### src/design/modexp_pkg.sv
package modexp_pkg;

  localparam int FIELD_W = 32;

  typedef enum logic [2:0] {
    ST_IDLE,
    ST_START,
    ST_REDUCE,
    ST_CHECK,
    ST_MUL,
    ST_SQR,
    ST_DONE
  } state_t;

  // what the shared unit adds in on a set scan bit
  typedef enum logic [1:0] {
    SEL_REDUCE,
    SEL_MUL,
    SEL_SQR
  } sel_t;

  typedef struct packed {
    logic mod_zero;
    logic expo_zero;
    logic expo_lsb;
  } modexp_stat_t;

  typedef struct packed {
    logic busy;
    logic load;
    logic clear;
    logic step;
    sel_t sel;
    logic scan_load;
    logic res_wr;
    logic base_wr;
    logic expo_shift;
    logic done;
  } modexp_ctrl_t;

endpackage

### src/design/modexp_step.sv
module modexp_step #(
  parameter int W = 32
) (
  input  logic         clk,
  input  logic         clear,
  input  logic         step,
  input  logic [W-1:0] addend,
  input  logic         bit_in,
  input  logic [W-1:0] modulus,
  output logic [W-1:0] acc_next
);

  localparam int TW = W + 3;

  logic [W-1:0]  acc;
  logic [TW-1:0] t;
  logic [TW-1:0] d1;
  logic [TW-1:0] d2;

  // t = 2*acc + addend stays below 3*modulus, so at most two subtractions
  assign t  = {2'b00, acc, 1'b0} + (bit_in ? TW'(addend) : '0);
  assign d1 = t - TW'(modulus);
  assign d2 = t - {2'b00, modulus, 1'b0};

  always_comb begin
    if (!d2[TW-1]) begin
      acc_next = d2[W-1:0];
    end else if (!d1[TW-1]) begin
      acc_next = d1[W-1:0];
    end else begin
      acc_next = t[W-1:0];
    end
  end

  always_ff @(posedge clk) begin
    if (clear) begin
      acc <= '0;
    end else if (step) begin
      acc <= acc_next;
    end
  end

endmodule

### src/design/modexp_ctrl.sv
module modexp_ctrl #(
  parameter int W = 32
) (
  input  logic                     clk,
  input  logic                     rst,
  input  logic                     start,
  input  modexp_pkg::modexp_stat_t stat,
  output modexp_pkg::modexp_ctrl_t ctl
);

  import modexp_pkg::*;

  localparam int CW = $clog2(W);

  state_t        state;
  state_t        state_next;
  logic [CW-1:0] cnt;
  logic          cnt_last;
  logic          stepping;

  assign cnt_last = (cnt == CW'(W - 1));
  assign stepping = (state == ST_REDUCE) || (state == ST_MUL) || (state == ST_SQR);

  always_ff @(posedge clk) begin
    if (rst) begin
      state <= ST_IDLE;
      cnt   <= '0;
    end else begin
      state <= state_next;
      if (!stepping || cnt_last) begin
        cnt <= '0;
      end else begin
        cnt <= cnt + 1'b1;
      end
    end
  end

  always_comb begin
    state_next = state;
    unique case (state)
      ST_IDLE: begin
        if (start) state_next = ST_START;
      end
      ST_START: begin
        state_next = stat.mod_zero ? ST_DONE : ST_REDUCE;
      end
      ST_REDUCE: begin
        if (cnt_last) state_next = ST_CHECK;
      end
      ST_CHECK: begin
        if (stat.expo_zero) begin
          state_next = ST_DONE;
        end else if (stat.expo_lsb) begin
          state_next = ST_MUL;
        end else begin
          state_next = ST_SQR;
        end
      end
      ST_MUL: begin
        if (cnt_last) state_next = ST_SQR;
      end
      ST_SQR: begin
        if (cnt_last) state_next = ST_CHECK;
      end
      ST_DONE: begin
        state_next = ST_IDLE;
      end
      default: state_next = ST_IDLE;
    endcase
  end

  always_comb begin
    ctl      = '0;
    ctl.sel  = SEL_REDUCE;
    ctl.busy = (state != ST_IDLE);
    unique case (state)
      ST_IDLE: begin
        ctl.load  = start;
        ctl.clear = start;
      end
      ST_START: begin
      end
      ST_REDUCE: begin
        ctl.step    = 1'b1;
        ctl.sel     = SEL_REDUCE;
        ctl.base_wr = cnt_last;
      end
      ST_CHECK: begin
        ctl.scan_load = !stat.expo_zero;
        ctl.clear     = !stat.expo_zero;
      end
      ST_MUL: begin
        ctl.step      = 1'b1;
        ctl.sel       = SEL_MUL;
        ctl.res_wr    = cnt_last;
        ctl.scan_load = cnt_last;
        ctl.clear     = cnt_last;
      end
      ST_SQR: begin
        ctl.step       = 1'b1;
        ctl.sel        = SEL_SQR;
        ctl.base_wr    = cnt_last;
        ctl.expo_shift = cnt_last;
      end
      ST_DONE: begin
        ctl.done = 1'b1;
      end
      default: begin
      end
    endcase
  end

endmodule

### src/design/modular_exponentiation.sv
// Right-to-left square and multiply: power_result = base_value ** exponent mod modulus.
// A transfer is taken when start is high and busy is low; busy then stays high until the
// result has gone out. The result is shown for one cycle with done high and is not held,
// so the receiver must take it then. One add-and-reduce unit does all the arithmetic,
// one bit per cycle: first it reduces the base, then for each exponent bit up to the
// highest set one it does a check, a multiply when the bit is set, and a squaring.
// A zero modulus gives mod_error with a zero result. A zero exponent returns 1 even
// for a modulus of one. Operands are taken at their low OPERAND_WIDTH bits.
module modular_exponentiation #(
  parameter int OPERAND_WIDTH = 32
) (
  input  logic                           clk,
  input  logic                           rst,
  input  logic                           start,
  output logic                           busy,
  input  logic [modexp_pkg::FIELD_W-1:0] base_value,
  input  logic [modexp_pkg::FIELD_W-1:0] exponent,
  input  logic [modexp_pkg::FIELD_W-1:0] modulus,
  output logic                           done,
  output logic [modexp_pkg::FIELD_W-1:0] power_result,
  output logic                           mod_error
);

  import modexp_pkg::*;

  localparam int W = OPERAND_WIDTH;

  modexp_ctrl_t ctl;
  modexp_stat_t stat;

  logic [W-1:0] base_r;
  logic [W-1:0] expo_r;
  logic [W-1:0] mod_r;
  logic [W-1:0] res_r;
  logic [W-1:0] scan_r;
  logic [W-1:0] addend;
  logic [W-1:0] acc_next;

  assign stat.mod_zero  = (mod_r == '0);
  assign stat.expo_zero = (expo_r == '0);
  assign stat.expo_lsb  = expo_r[0];

  modexp_ctrl #(
    .W(W)
  ) u_ctrl (
    .clk  (clk),
    .rst  (rst),
    .start(start),
    .stat (stat),
    .ctl  (ctl)
  );

  always_comb begin
    case (ctl.sel)
      SEL_MUL: addend = res_r;
      SEL_SQR: addend = base_r;
      default: addend = W'(1);
    endcase
  end

  // reduction feeds the base bits in as a shift-subtract remainder
  modexp_step #(
    .W(W)
  ) u_step (
    .clk     (clk),
    .clear   (ctl.clear),
    .step    (ctl.step),
    .addend  (addend),
    .bit_in  (scan_r[W-1]),
    .modulus (mod_r),
    .acc_next(acc_next)
  );

  always_ff @(posedge clk) begin
    if (ctl.load) begin
      base_r <= W'(base_value);
      expo_r <= W'(exponent);
      mod_r  <= W'(modulus);
      res_r  <= W'(1);
      scan_r <= W'(base_value);
    end else begin
      if (ctl.scan_load) begin
        scan_r <= base_r;
      end else if (ctl.step) begin
        scan_r <= scan_r << 1;
      end
      if (ctl.res_wr) res_r <= acc_next;
      if (ctl.base_wr) base_r <= acc_next;
      if (ctl.expo_shift) expo_r <= expo_r >> 1;
    end
  end

  assign busy         = ctl.busy;
  assign done         = ctl.done;
  assign mod_error    = stat.mod_zero;
  assign power_result = stat.mod_zero ? '0 : FIELD_W'(res_r);

  a_accept_busy: assert property (@(posedge clk) disable iff (rst)
    start && !busy |=> busy)
    else $error("busy not raised after accepted transfer");

  a_done_pulse: assert property (@(posedge clk) disable iff (rst)
    done |=> !done)
    else $error("done held for more than one cycle");

  a_done_in_busy: assert property (@(posedge clk) disable iff (rst)
    done |-> busy)
    else $error("result strobe outside a busy period");

  a_error_zero: assert property (@(posedge clk) disable iff (rst)
    done && mod_error |-> power_result == '0)
    else $error("nonzero result with zero modulus");

endmodule

### config.mk
export PLATFORM = sky130hd
export DESIGN_NAME = modular_exponentiation
export DESIGN_NICKNAME = d
export VERILOG_FILES = /design/src/design/modexp_pkg.sv /design/src/design/modexp_step.sv /design/src/design/modexp_ctrl.sv /design/src/design/modular_exponentiation.sv
export SDC_FILE = /design/constraint.sdc
export NUM_CORES = 1
export LEC_CHECK = 0
export BUFFER_PORTS_ARGS = -buffer_cell sky130_fd_sc_hd__buf_2
export CELL_PAD_IN_SITES_DETAIL_PLACEMENT = 1
export CELL_PAD_IN_SITES_GLOBAL_PLACEMENT = 1
export CORE_MARGIN = 10
export CORE_UTILIZATION = 45
export CTS_CLUSTER_DIAMETER = 60
export DETAILED_ROUTE_END_ITERATION = 7
export PLACE_DENSITY = 0.83
export SETUP_SLACK_MARGIN = 0.2
export SYNTH_ARGS = -nofsm -noshare
export SYNTH_HDL_FRONTEND = slang
export SYNTH_SLANG_ARGS = --single-unit
### constraint.sdc
create_clock -name clk -period 10.9 [get_ports clk]
set_clock_uncertainty 0.1 [all_clocks]
set_input_delay 0.545 -clock clk [delete_from_list [all_inputs] [get_ports clk]]
set_output_delay 0.545 -clock clk [all_outputs]
set_load 0.01 [all_outputs]
==> implementation parameters <==
Parameter                              Value

Outcome
  Result of the run ... finished clean

STA
  Maximum clock frequency ... approximately 120 MHz
  Post-route fraction of the period consumed by the critical path ... 74.3%
  Final Hold Fails ... 0
  Final count of negative-setup-slack endpoints ... 0
  Setup tns final ... 0 ns
  Slew Viols, Final ... 0
  Slew at the pin with the worst max-slew slack ... between 1 and 1.5 ns
  Hold WS ... ~0.15 ns
  RSZ-0062 raised after global routing ... false
  Shortest period the worst path allows ... 8.10 ns
  Final worst slack ... roughly 2.8 ns
  Worst slew slack as a fraction of its limit ... 27.5%

Yosys
  Share of the synthesized area in the top cell type ... 27.6%
  Flip-flop cell with the highest count after synthesis ... edfxtp_1
  Synth cell count leaders ... nand2_1, a21oi_1, edfxtp_1
  Sequential area share after synthesis ... 37.9%
  Synthesized flop and latch total ... 200
  Async S/R FF share, synth ... 0%
  Syn avg cell area ... ~9 um^2
  Area contributors post-synth ... edfxtp_1, dfxtp_1, ha_1
  Cell type with the highest aggregate area in the netlist ... edfxtp_1
  Post-synth EDFFs ... ~130
  Net Count, Synth ... 1758
  Synthesis warning total ... 0
  Synthesized instance count ... 1556
  Post-synthesis cell area ... 13900 um^2
  Distinct cells, synth ... 91
  Dominant cell by count in the synthesized netlist ... nand2_1

GRT
  Largest net degree at the start of global routing ... 86
  First-pass GRT wire length ... 72.7 mm
  Antenna violations before repair ... 1
  Global-route usage over all layers ... 23.5%
  Gr ovfl total ... 0
  Number of global-route vias before repair ... roughly 13k

Power and ir drop
  Worst ir drop on vdd ... 0.117 mV
  Static Leak ... 0.00666 uW
  P per Cell Area ... 266 nW/um^2

CTS
  Root buffer selected by CTS ... clkbuf_16
  Clock Latency Late Sink ... about 0.46 ns
  Number of buffers created by CTS ... 17
  TritonCTS clock tree ... done
  H-tree depth reported by CTS ... 4
  Post-CTS Hold Buffers ... 0
  CTS resizes ... 0
  TritonCTS sink count ... 200
  Post-CTS Setup Repair Bufs ... 0
  Clock slew at reported path FFs ... ~0.090 ns
  Clock tree buffer depth ... 2

Min path
  Hold path endpoint ... mod_r[22]
  Class of the worst hold path ... in -> reg
  Hold Startpoint ... modulus[22]
  Hold path depth ... 1

Critical path
  Worst-path cell with the longest stage delay ... dfxtp_1
  Reg2reg path depth ... 29
  Startpoint types ... register
  Peak fanout along the critical path ... 43
  CP arrival ... 8.19 ns
  Reg2Reg Setup Slack ... approximately 2.8 ns
  CP max stage delay ... 0.64 ns
  CP delay by family, top ... compound AO/OA/AOI/OAI gates
  Capturing point of the worst reg2reg path ... base_r[16]
  WS Path Type ... reg -> reg
  Launching point of the worst reg2reg path ... u_ctrl.state[2]
  Data required time of the worst path ... between 10 and 15 ns
  Endpoint class of the critical path ... register
  Worst Path Buf+Inv ... 3

Route
  Number of vias per cell after detailed routing ... approximately 6
  Iteration count of the initial detailed-routing pass ... 5
  Routed vias ... between 10k and 15k
  Number of remaining DRC errors ... 0
  Number of antenna-violating nets in the routed design ... 0
  Drt wl/cell ... approximately 22 um
  WL final ... around 46 mm
  Violation count after the first detailed-routing iteration ... 820

Layout
  Layout fillers ... between 3k and 4k
  Post-Route Utilization ... 50.9%
  Synthesis-to-finish area growth ... 11.8%
  Fraction of layout cells with a size suffix above 1 ... ~14%
  Net count reported at finish ... 1857
  Final antenna diode count ... 0
  Fin cells ... ~2.1k

Die
  Number of rows in the core area ... 64
  Die footprint ... 38400 um^2
  Initial Util ... 45.5%
  IO Pins ... 134
  Die X-Extent ... 196 um
  Core region area ... 30600 um^2
  Height of the chip ... 196 um

Placed design
  Final weighted congestion in routability-driven placement ... 0.949
  Post-DP HPWL ... between 30 and 40 mm
  Placed Cells ... 2032
  Number of buffer cells added on primary ports ... 133
  Post-placement worst setup slack ... 3.13 ns

Run
  Max_cap viols ... 0
==> routing by layer <==
layer	track usage (%)	wire (um)
met1	28.4	19700
met5	0	0
met4	8.48	1420
met3	3.73	1910
met2	41.2	23100
==> worst max path at each step <==
stage,startpoint,end,cells after the start
floorplan,u_ctrl.state[0],base_r[16],29
global placement,u_ctrl.state[2],base_r[16],29
detailed placement,u_ctrl.state[2],base_r[16],29
CTS,u_ctrl.state[2],base_r[16],29
global route,u_ctrl.state[2],base_r[16],29
finish,u_ctrl.state[2],base_r[16],29
==> power breakdown <==
part	switching (uW)	total (uW)	leakage, uW	internal (uW)
Combinational	1410	2200	0.00454	787
Sequential	128	1250	0.00181	1120
Clock	342	688	0.000305	346
Total	1880	4140	0.00666	2250
==> metrics by stage <==
step / total power (uW) / area [um^2]
detailed placement: 3430 / 14900
global placement: 3350 / 14900
floorplan: 2800 / 13900
finish: 4140 / 15600
CTS: 4130 / 15600
global route: 4390 / 15600
==> cell type report <==
type / instances / area, um^2 / share of cell area (%)
flip-flops and latches: 200 / 5290 / 33.9
repair buffers: 147 / 771 / 4.95
multi-input cells: 1223 / 8140 / 52.3
well taps: 396 / 495 / 3.18
clock inverters: 13 / 171 / 1.10
clock buffers: 19 / 454 / 2.92
inverters: 66 / 250 / 1.61
==> state kept, by name, indices dropped and copies added, names as in the netlist <==
| register | flops |
|---|---|
| base_r | 32 |
| expo_r | 32 |
| mod_r | 32 |
| res_r | 32 |
| scan_r | 32 |
| u_step.acc | 32 |
| u_ctrl.cnt | 5 |
| u_ctrl.state | 3 |
==> cell usage in the layout (no fill, tap or decap), types with 4 or more instances in the layout <==
master	n
a211o_1	4
a21bo_2	9
a21boi_0	4
a21o_1	37
a21oi_1	140
a22o_1	28
a22oi_1	32
a31o_2	4
a31oi_1	21
and2_1	7
and3_1	9
and4_1	7
buf_2	133
buf_4	14
clkbuf_16	18
clkinv_8	4
dfxtp_1	72
edfxtp_1	128
ha_1	100
inv_1	64
inv_6	5
mux2i_1	37
nand2_1	220
nand2b_1	15
nand3_1	27
nand4_1	17
nor2_1	115
nor2b_1	39
nor3_1	18
nor4_1	16
o211ai_1	14
o21a_1	11
o21ai_0	95
o21ai_1	9
o21ba_2	5
o21bai_1	9
or3_1	7
xnor2_1	50
xor2_1	31
==> cell families after synthesis <==
family | share of synthesized area [%]
muxes | 3.20
adders and majority gates | 9.41
xor gates and xnor gates | 5.29
and+or+nand+nor | 17.2
DFF | 37.9
AOI/OAI and AO/OA | 23.0
buffers and inverters | 3.96
Note: power is estimated with default switching activity, not from simulation.
